[src/rtl/swap_pkg.sv]
// Shared constants and helpers for the sliding-window absolute peak unit.
`default_nettype none

package swap_pkg;

  localparam int WINDOW_DEF = 256;  // default window length in samples
  localparam int SAMPLE_W   = 16;   // signed sample width
  localparam int MAG_W      = 15;   // saturated magnitude width

  typedef logic signed [SAMPLE_W-1:0] sample_t;
  typedef logic        [MAG_W-1:0]    mag_t;

  // |s| with the most negative code clamped to the largest positive magnitude
  function automatic mag_t sat_abs(input sample_t s);
    sample_t neg;
    neg = -s;
    if (!s[SAMPLE_W-1]) begin
      return s[MAG_W-1:0];
    end else if (neg[SAMPLE_W-1]) begin
      return {MAG_W{1'b1}};
    end else begin
      return neg[MAG_W-1:0];
    end
  endfunction

  function automatic mag_t mag_max(input mag_t a, input mag_t b);
    return (a > b) ? a : b;
  endfunction

endpackage

`default_nettype wire

[src/rtl/swap_mem.sv]
// Single-port-write, single-port-read window memory with registered read data.
`default_nettype none

module swap_mem #(
  parameter int Depth = swap_pkg::WINDOW_DEF,
  parameter int Width = swap_pkg::MAG_W
) (
  input  wire logic                     clk,
  input  wire logic                     wr_en,
  input  wire logic [$clog2(Depth)-1:0] wr_addr,
  input  wire logic [Width-1:0]         wr_data,
  input  wire logic [$clog2(Depth)-1:0] rd_addr,
  output logic      [Width-1:0]         rd_data
);

  logic [Width-1:0] mem [Depth];

  always_ff @(posedge clk) begin
    if (wr_en) begin
      mem[wr_addr] <= wr_data;
    end
  end

  always_ff @(posedge clk) begin
    rd_data <= mem[rd_addr];
  end

endmodule

`default_nettype wire

[src/rtl/swap_ctrl.sv]
// Append/scan sequencer: writes the new entry, sweeps the window, holds the peak.
`default_nettype none

module swap_ctrl #(
  parameter int Window = swap_pkg::WINDOW_DEF
) (
  input  wire logic                     clk,
  input  wire logic                     rst_n,
  // request side
  input  wire logic                     req_valid,
  output logic                          req_ready,
  input  wire swap_pkg::sample_t        req_x,
  input  wire swap_pkg::sample_t        req_y,
  input  wire swap_pkg::sample_t        req_z,
  // memory
  output logic                          mem_wr_en,
  output logic [$clog2(Window)-1:0]     mem_wr_addr,
  output swap_pkg::mag_t                mem_wr_data,
  output logic [$clog2(Window)-1:0]     mem_rd_addr,
  input  wire swap_pkg::mag_t           mem_rd_data,
  // result side
  output logic                          res_valid,
  input  wire logic                     res_ready,
  output swap_pkg::mag_t                res_peak
);

  import swap_pkg::*;

  localparam int AW = $clog2(Window);
  localparam int FW = $clog2(Window + 1);
  localparam logic [AW-1:0] LAST_ADDR = AW'(Window - 1);
  localparam logic [FW-1:0] FULL_CNT  = FW'(Window);

  typedef enum logic [3:0] {
    ST_IDLE   = 4'b0001,
    ST_SCAN   = 4'b0010,
    ST_DRAIN  = 4'b0100,
    ST_FINISH = 4'b1000
  } state_t;

  state_t        state_r, state_nxt;
  logic [AW-1:0] slot_r, slot_nxt;
  logic [FW-1:0] fill_r, fill_nxt;
  logic [AW-1:0] rd_addr_r, rd_addr_nxt;
  logic          rd_vld_r, rd_ok_r;
  mag_t          peak_r, peak_nxt;
  logic          res_valid_r, res_valid_nxt;
  mag_t          res_peak_r, res_peak_nxt;
  logic          accept;
  logic          out_free;

  assign req_ready   = (state_r == ST_IDLE);
  assign accept      = req_valid && req_ready;
  assign out_free    = !res_valid_r || res_ready;

  // per-entry max of the three saturated magnitudes; the window peak is the
  // max of these
  assign mem_wr_en   = accept;
  assign mem_wr_addr = slot_r;
  assign mem_wr_data = mag_max(sat_abs(req_x), mag_max(sat_abs(req_y), sat_abs(req_z)));
  assign mem_rd_addr = rd_addr_r;

  assign res_valid   = res_valid_r;
  assign res_peak    = res_peak_r;

  always_comb begin
    state_nxt     = state_r;
    slot_nxt      = slot_r;
    fill_nxt      = fill_r;
    rd_addr_nxt   = rd_addr_r;
    peak_nxt      = peak_r;
    res_valid_nxt = res_valid_r;
    res_peak_nxt  = res_peak_r;

    if (res_valid_r && res_ready) begin
      res_valid_nxt = 1'b0;
    end

    // entries beyond the fill count were never written and count as zero
    if (rd_vld_r && rd_ok_r && (mem_rd_data > peak_r)) begin
      peak_nxt = mem_rd_data;
    end

    unique case (state_r)
      ST_IDLE: begin
        if (accept) begin
          slot_nxt    = (slot_r == LAST_ADDR) ? '0 : slot_r + 1'b1;
          fill_nxt    = (fill_r == FULL_CNT) ? fill_r : fill_r + 1'b1;
          rd_addr_nxt = '0;
          peak_nxt    = '0;
          state_nxt   = ST_SCAN;
        end
      end
      ST_SCAN: begin
        rd_addr_nxt = rd_addr_r + 1'b1;
        if (rd_addr_r == LAST_ADDR) begin
          rd_addr_nxt = '0;
          state_nxt   = ST_DRAIN;
        end
      end
      ST_DRAIN: begin
        state_nxt = ST_FINISH;
      end
      ST_FINISH: begin
        if (out_free) begin
          res_valid_nxt = 1'b1;
          res_peak_nxt  = peak_r;
          state_nxt     = ST_IDLE;
        end
      end
      default: begin
        state_nxt = ST_IDLE;
      end
    endcase
  end

  always_ff @(posedge clk) begin
    if (!rst_n) begin
      state_r     <= ST_IDLE;
      slot_r      <= '0;
      fill_r      <= '0;
      rd_addr_r   <= '0;
      rd_vld_r    <= 1'b0;
      rd_ok_r     <= 1'b0;
      res_valid_r <= 1'b0;
    end else begin
      state_r     <= state_nxt;
      slot_r      <= slot_nxt;
      fill_r      <= fill_nxt;
      rd_addr_r   <= rd_addr_nxt;
      rd_vld_r    <= (state_r == ST_SCAN);
      rd_ok_r     <= (FW'(rd_addr_r) < fill_r);
      res_valid_r <= res_valid_nxt;
    end
  end

  always_ff @(posedge clk) begin
    peak_r     <= peak_nxt;
    res_peak_r <= res_peak_nxt;
  end

endmodule

`default_nettype wire

[src/rtl/sliding_window_abs_peak_unit.sv]
// Top level of the sliding-window absolute peak unit for one three-axis sensor.
// Result: out_tvalid rises after the SCAN sweep and DRAIN, once FINISH sees the output free.
// Requests: in_tready is high only in IDLE, so a new request waits until the previous one has
//   passed the one-entry-per-cycle sweep of the window memory read port and handed off its result.
// Reset: rst_n (synchronous, active low) clears the sequencer, write slot and fill
//   count; the memory is not cleared, unwritten entries count as zero via the fill count.
`default_nettype none

module sliding_window_abs_peak_unit #(
  parameter int WINDOW = swap_pkg::WINDOW_DEF  // window length, 2 .. 4096
) (
  input  wire logic        clk,
  input  wire logic        rst_n,
  // request stream
  input  wire logic        in_tvalid,
  output logic             in_tready,
  input  wire logic [47:0] in_tdata,   // [15:0] sample_x, [31:16] sample_y, [47:32] sample_z
  // result stream
  output logic             out_tvalid,
  input  wire logic        out_tready,
  output logic [15:0]      out_tdata   // [14:0] peak_magnitude, [15] zero
);

  import swap_pkg::*;

  localparam int AW = $clog2(WINDOW);

  sample_t       sample_x, sample_y, sample_z;
  logic          mem_wr_en;
  logic [AW-1:0] mem_wr_addr;
  mag_t          mem_wr_data;
  logic [AW-1:0] mem_rd_addr;
  mag_t          mem_rd_data;
  mag_t          peak_magnitude;

  // unpack the request fields
  assign sample_x = in_tdata[15:0];
  assign sample_y = in_tdata[31:16];
  assign sample_z = in_tdata[47:32];

  // Sequencer: on accept it stores max(|x|,|y|,|z|) at the write slot, then
  // sweeps every entry through the read port and keeps the running max.
  // The write lands on the accepting edge, before the first read of the sweep, so no forwarding needed.
  swap_ctrl #(
    .Window (WINDOW)
  ) u_ctrl (
    .clk         (clk),
    .rst_n       (rst_n),
    .req_valid   (in_tvalid),
    .req_ready   (in_tready),
    .req_x       (sample_x),
    .req_y       (sample_y),
    .req_z       (sample_z),
    .mem_wr_en   (mem_wr_en),
    .mem_wr_addr (mem_wr_addr),
    .mem_wr_data (mem_wr_data),
    .mem_rd_addr (mem_rd_addr),
    .mem_rd_data (mem_rd_data),
    .res_valid   (out_tvalid),
    .res_ready   (out_tready),
    .res_peak    (peak_magnitude)
  );

  // window storage: one saturated magnitude per sample slot
  swap_mem #(
    .Depth (WINDOW),
    .Width (MAG_W)
  ) u_mem (
    .clk     (clk),
    .wr_en   (mem_wr_en),
    .wr_addr (mem_wr_addr),
    .wr_data (mem_wr_data),
    .rd_addr (mem_rd_addr),
    .rd_data (mem_rd_data)
  );

  assign out_tdata = {1'b0, peak_magnitude};

endmodule

`default_nettype wire
[config.mk]
export PLATFORM = sky130hd
export DESIGN_NAME = sliding_window_abs_peak_unit
export DESIGN_NICKNAME = d
export VERILOG_FILES = /design/src/rtl/swap_pkg.sv /design/src/rtl/swap_mem.sv /design/src/rtl/swap_ctrl.sv /design/src/rtl/sliding_window_abs_peak_unit.sv
export SDC_FILE = /design/constraint.sdc
export NUM_CORES = 2
export LEC_CHECK = 0
export ABC_AREA = 1
export BUFFER_PORTS_ARGS = -buffer_cell sky130_fd_sc_hd__buf_2
export CORE_ASPECT_RATIO = 0.6
export CORE_UTILIZATION = 50
export CTS_CLUSTER_DIAMETER = 150
export DETAILED_ROUTE_END_ITERATION = 10
export MAX_ROUTING_LAYER = met4
export PLACE_DENSITY_LB_ADDON = 0.15
export SYNTH_ARGS = -nofsm -noshare
export SYNTH_HDL_FRONTEND = slang
export SYNTH_SLANG_ARGS = --single-unit
[constraint.sdc]
create_clock -name clk -period 13 [get_ports clk]
set_input_delay 2.6 -clock clk [delete_from_list [all_inputs] [get_ports clk]]
set_output_delay 2.6 -clock clk [all_outputs]
set_load 0.02 [all_outputs]
Yosys cells after proc, flatten, opt, wreduce, memory -nomap -nowiden
Memories as Yosys holds them, arrays and structs flattened. A register that Yosys moved wholly into a read port is not among the register bits.
Cells that the tools add are included.
Widths: inputs -> output; s select.
{"block": "word_totals", "register_bits": 62, "mem_bits_rw": 3840, "in_bits": 52, "out_inout_bits": 18, "word_cells": 67, "mem_count": 1}
{"memory": "u_mem.mem", "depth": 256, "width": 15, "rd": 1, "rd_ports_with_merged_regs": 1, "wr": 1, "line": "swap_mem.sv:16", "source": "logic [Width-1:0] mem [Depth];"}
{"block": "op_classes", "addsub": 6, "n_lt_le_gt_ge": 4, "n_eq_ne": 10, "n_mux": 24, "bitwise": 1, "reduce_logical": 12}
{"op": "$mux 15", "n": 11}
{"op": "$neg 16->16", "n": 3}
{"op": "$gt 15x15->1", "n": 3}
{"op": "$mux 8", "n": 3}
{"op": "$add 8x1->8 const B", "n": 2}
{"op": "$eq 8x8->1 const B", "n": 2}
{"op": "$pmux 4 s4", "n": 1}
{"op": "$pmux 8 s2", "n": 1}
{"op": "$mux 4", "n": 3}
{"op": "$add 9x1->9 const B", "n": 1}
{"op": "$eq 9x9->1 const B", "n": 1}
{"op": "$lt 8x9->1", "n": 1}
{"op": "$reduce_and 2->1", "n": 3}
{"op": "$reduce_and 3->1", "n": 2}
{"op": "$mux 1", "n": 5}
{"op": "$eq 4x1->1 const B", "n": 1}
{"op": "$eq 4x2->1 const B", "n": 1}
{"op": "$eq 4x3->1 const B", "n": 1}
{"op": "$eq 4x4->1 const B", "n": 1}
{"op": "$logic_and 1x1->1", "n": 4}
{"op": "$ne 2x1->1 const B", "n": 2}
{"op": "$ne 2x2->1 const B", "n": 1}
{"op": "$reduce_bool 2->1", "n": 1}
{"op": "$logic_not 1->1", "n": 1}
{"op": "other kinds (2)", "n": 2}

Depth between registers and ports, before layout
{"block": "logic_depth", "depth_word": 7, "depth_mapped": 36, "mapped_depth_nobuf": 34}

Hierarchy
Synthesis repeated with hierarchy kept, for this count alone.
{"block": "unflattened", "hier_cells": 13605, "area_unflattened_um2": 160985.6}
{"module": "swap_mem", "n_inst": 1, "cells_per_inst": 12792, "area_each_um2": 155575.5, "seq_area_each_um2": 115610.9}
{"module": "swap_ctrl", "n_inst": 1, "cells_per_inst": 811, "area_each_um2": 5398.9, "seq_area_each_um2": 1391.3}
{"module": "sliding_window_abs_peak_unit", "n_inst": 1, "cells_per_inst": 2, "area_each_um2": 11.3, "seq_area_each_um2": 0.0}

Worst setup path before layout
No wires, ideal clock.
{"block": "synth_path", "path_kind": "input-to-reg", "startpoint": "input port in_tdata[32]", "endpoint": "memory u_mem.mem[0][10] in the netlist's numbering (data pin)", "setup_time_ns": 0.824, "arrival_ns": 9.762, "t_required_ns": 12.176, "setup_slack_ns": 2.415, "path_stages": 30, "path_buffers": 2, "cell_sequence": "inv_1 -> ha_1 -> nand2_1 -> o31ai_1 -> nand2_1 -> a21oi_1 -> nand2_1 -> o21ai_0 -> a21oi_1 -> ha_1 -> nand2_1 -> nor2_1 -> inv_1 -> nor2_1 -> nand4_1 -> nand2_1 -> buf_2 -> clkinv_1 -> or2_2 -> nand2_1 -> inv_1 -> ha_1 -> nand3_1 -> a31oi_1 -> a2111oi_0 -> nand2_2 -> nand2_4 -> buf_6 -> nand2_1 -> nand2_1"}
{"block": "synth_between", "elab_chain_cells": 7}
{"item": "start: declaration", "line": "sliding_window_abs_peak_unit.sv:17", "source": "input wire logic [47:0] in_tdata,"}
{"item": "$neg 16->16", "line": "swap_pkg.sv:16", "source": "neg = -s;"}
{"item": "$mux 15", "line": "swap_pkg.sv:19", "source": "end else if (neg[SAMPLE_W-1]) begin"}
{"item": "$mux 15 *", "line": "swap_pkg.sv:17", "source": "if (!s[SAMPLE_W-1]) begin"}
{"item": "$gt 15x15->1", "line": "swap_pkg.sv:27", "source": "return (a > b) ? a : b;"}
{"item": "$mux 15 *", "line": "swap_pkg.sv:27"}
{"item": "$gt 15x15->1", "line": "swap_pkg.sv:27"}
{"item": "$mux 15 *", "line": "swap_pkg.sv:27"}
{"item": "named net mem_wr_data[10]", "line": "sliding_window_abs_peak_unit.sv:31", "source": "mag_t mem_wr_data;"}
{"item": "end: declaration", "line": "swap_mem.sv:16"}
Mark *: on every way through the listed nets, which the timed path passes. The rest lies on a longest branch.

Worst setup path in the final report
{"block": "layout_path", "startpoint": "input port in_tdata[32]", "endpoint": "memory u_mem.mem[215][11] in the netlist's numbering (data pin)"}
The elaborated chain is that of the path after synthesis.

==> reports/results.ini <==
[worst_setup_path]
crit_path_end_kind = register
path_common_cell = nand2_1
worst_setup_path_start_kind = input pin
cp_slowest_cell = o21ai_0
critPathArrivalTime_ns = 10.09
setup.worst_path.class = input pin to register
cp_data_required_time_ns = 13.54
cp_slowest_stage_delay_ns = 0.73
cp_max_fo = 160

[clock_network]
postCtsResizedCells = 0
post_cts_buffers = 0
htreeDepth = 5
clk_path_buf_depth = 4
clock_sinks = 3917
clock_latency_ns = 0.95
numCtsBuffers = 352
ctsHoldBuffers = 0
cts_tree = built
clkTransAtPathRegs_ns = 0.06
root_buffer = clkbuf_16

[die]
die_area_sq_mm = 0.3134
die_height_um = 434.0
die_w_um = 722.0
num_rows = 158
initial_utilization_pct = 50.31
core_sq_mm = 0.3092
boundaryPins = 70

[layout]
regArea_sq_mm = 0.1170
layout.nets = 11867
multi_input_area_sq_mm = 0.03447
drive_gt1_share_pct = 8.660
area_delta_synth_final_pct = 10.53
num-fill-cells = 24894

[yosys]
yosys_most_used_dff = edfxtp_1
syn_area_per_cell_sq_um = 13.16
synthCells = 11819
synth_edf_count = 3855
synth.distinct_cells = 52
synth-warning-count = 0
synth_seq_area_share_pct = 75.22
synthesis.area_sq_mm = 0.1555
syn_nets = 11932
yosys_register_bits = 3917
postSynth.asyncResetShare_pct = 0

[global_routing]
grt_pass1_wl_um = 697600
first_global_vias = 95441
antenna_found_initial = 18
grtUsageTotal_pct = 31.60
grt_max_degree = 200
grt_overflow_total = 0

[sta]
timing.slew.headroom_pct = 5.878
rsz0062_at_grt = false
finalMaxSlewViolations = 0
setup_viol = 0
worst_pin_slew_ns = 1.410
post-route-period-util_pct = 73.41
timing.hold.ws_ns = 0.4910
max_freq_mhz = 104.8
hold_violations = 0
finClkSkew_ns = 0.06270
fin_crit_ns = 9.543
setup_tns_ns = 0

[outcome]
violations = design-rule violations
outcome = finished, violations left

[run]
drv_cap = 0

[hold_path]
hold_class = register to register

[detailed_routing]
viasPerCell = 6.468
via_count = 104738
wire_per_inst_um = 30.36
ant_nets = 0
drtIter0Drc = 17592
drc = 28
drt-total-wl_um = 491700
firstDrtPassIters = 11

[power]
power_mw = 27.97
p_leak_nw = 54.00
powerDensity_mw_per_mm2 = 162.7
vdd.ir_drop.worst_mv = 0.1378

[placed_design]
dp_hpwl_um = 267200
place.gp.congestion = 0.8779
io_buffers = 68

-- state kept, by name, summed over array words and instances, names as in the netlist, 4 cells and up --
signal / flops
u_ctrl.fill_r: 9
u_ctrl.mem_rd_addr: 8
u_ctrl.mem_wr_addr: 8
u_ctrl.peak_r: 15
u_ctrl.res_peak: 15
u_ctrl.state_r: 4
u_mem.mem: 3840
u_mem.rd_data: 15
-- cells in the mapped netlist, drive strengths merged (4+ instances only) --
| library cell | n | area [sq um] |
|---|---|---|
| dfxtp | 62 | 1241 |
| a31oi | 4 | 25.02 |
| o221ai | 371 | 3249 |
| clkbuf | 541 | 2031 |
| a221oi | 11 | 96.34 |
| a21boi | 7 | 52.55 |
| nor3 | 19 | 121.4 |
| nor2 | 2263 | 8507 |
| nand4 | 66 | 419.2 |
| nand2 | 548 | 2069 |
| ha | 61 | 763.2 |
| xor2 | 9 | 78.83 |
| edfxtp | 3855 | 115800 |
| o211ai | 110 | 825.8 |
| o31ai | 5 | 37.54 |
| buf | 329 | 1782 |
| nor4 | 5 | 31.28 |
| o22ai | 590 | 3691 |
| o21ai | 1991 | 9965 |
| clkinv | 4 | 15.01 |
| nand3 | 553 | 2783 |
| inv | 142 | 535.5 |
| or2 | 9 | 58.81 |
| a211oi | 4 | 30.03 |
| a21oi | 238 | 1191 |
-- where the power goes --
part	switching, mW	internal (mW)	leakage [nW]
logic	2.17	0.349	14.5
registers	0.0192	15.3	34.2
clock network	4.67	5.50	5.29
-- worst paths after layout --
| check | start | endpoint | slack, ns | depth (start not counted) |
|---|---|---|---|---|
| max | in_tdata[32] | u_mem.mem[215][11] | 3.46 | 29 |
| min | u_ctrl.fill_r[8] | u_ctrl.rd_ok_r | 0.49 | 2 |
| min reg2reg | u_ctrl.fill_r[8] | u_ctrl.rd_ok_r | 0.49 | 2 |
| max reg2reg | u_ctrl.mem_rd_addr[1] | u_mem.rd_data[7] | 7.09 | 12 |
-- area by class of cell --
class                      count  share of cell area [%]
sequential                  3917                   68.07
multi-input combinational   6886                   20.05
clock buffer                 418                   5.317
tap                         4160                   3.028
timing repair buffer         451                   2.183
clock inverter               203                  0.9855
inverter                     146                  0.3472
antenna                       13                 0.01892
-- per-layer routing --
metal | up-vias | track usage, % | share of wire [%]
met5 | - | - | 0
met4 | 0 | 7.454 | 2.4
met3 | 789 | 8.405 | 14
met2 | 6937 | 42.76 | 42
met1 | 52670 | 47.63 | 42
li1 | 44342 | - | -
-- cell families after synthesis --
group	Yosys count	synth area share [%]
AO/OA/AOI/OAI	3343	12.39
XOR/XNOR	12	0.06758
adder cells (fa/ha/maj)	61	0.4907
buffers and inverters	1016	2.805
flip-flops	3917	75.22
other	1	0.002411
AND/OR/NAND/NOR	3469	9.023
-- critical path: cells and delay by family --
family	cells	cell delay [ns]
AO/OA/AOI/OAI	7	2.07
adder cells (fa/ha/maj)	3	0.85
AND/OR/NAND/NOR	13	2.83
buffers and inverters	6	1.29
-- through the flow --
stage / utilization [%] / instances / area [sq um] / setup slack [ns]
floorplan: - / 11819 / 155500 / 2.415
detailed placement: 52.09 / 15560 / 161000 / 2.580
global route: 55.60 / 16188 / 171900 / 2.569
global placement: 52.09 / 15560 / 161000 / 2.257
CTS: 55.59 / 16181 / 171900 / 3.547
finish: 55.60 / 16194 / 171900 / 3.457
-- cells in the final DEF (no fill, tap or decap), drive strengths merged, types with 9 or more instances in the layout --
cell	count
or2	9
o21ai	1991
edfxtp	3855
a21oi	238
o211ai	110
nand2	548
nand4	66
clkinv	164
dfxtp	62
a221oi	11
nand3	553
ha	61
o22ai	590
xor2	9
nor2	2263
inv	152
o221ai	371
bufinv	24
diode	13
buf	451
clkinvlp	9
nor3	19
clkbuf	418
Note: power is estimated with default switching activity, not from simulation.
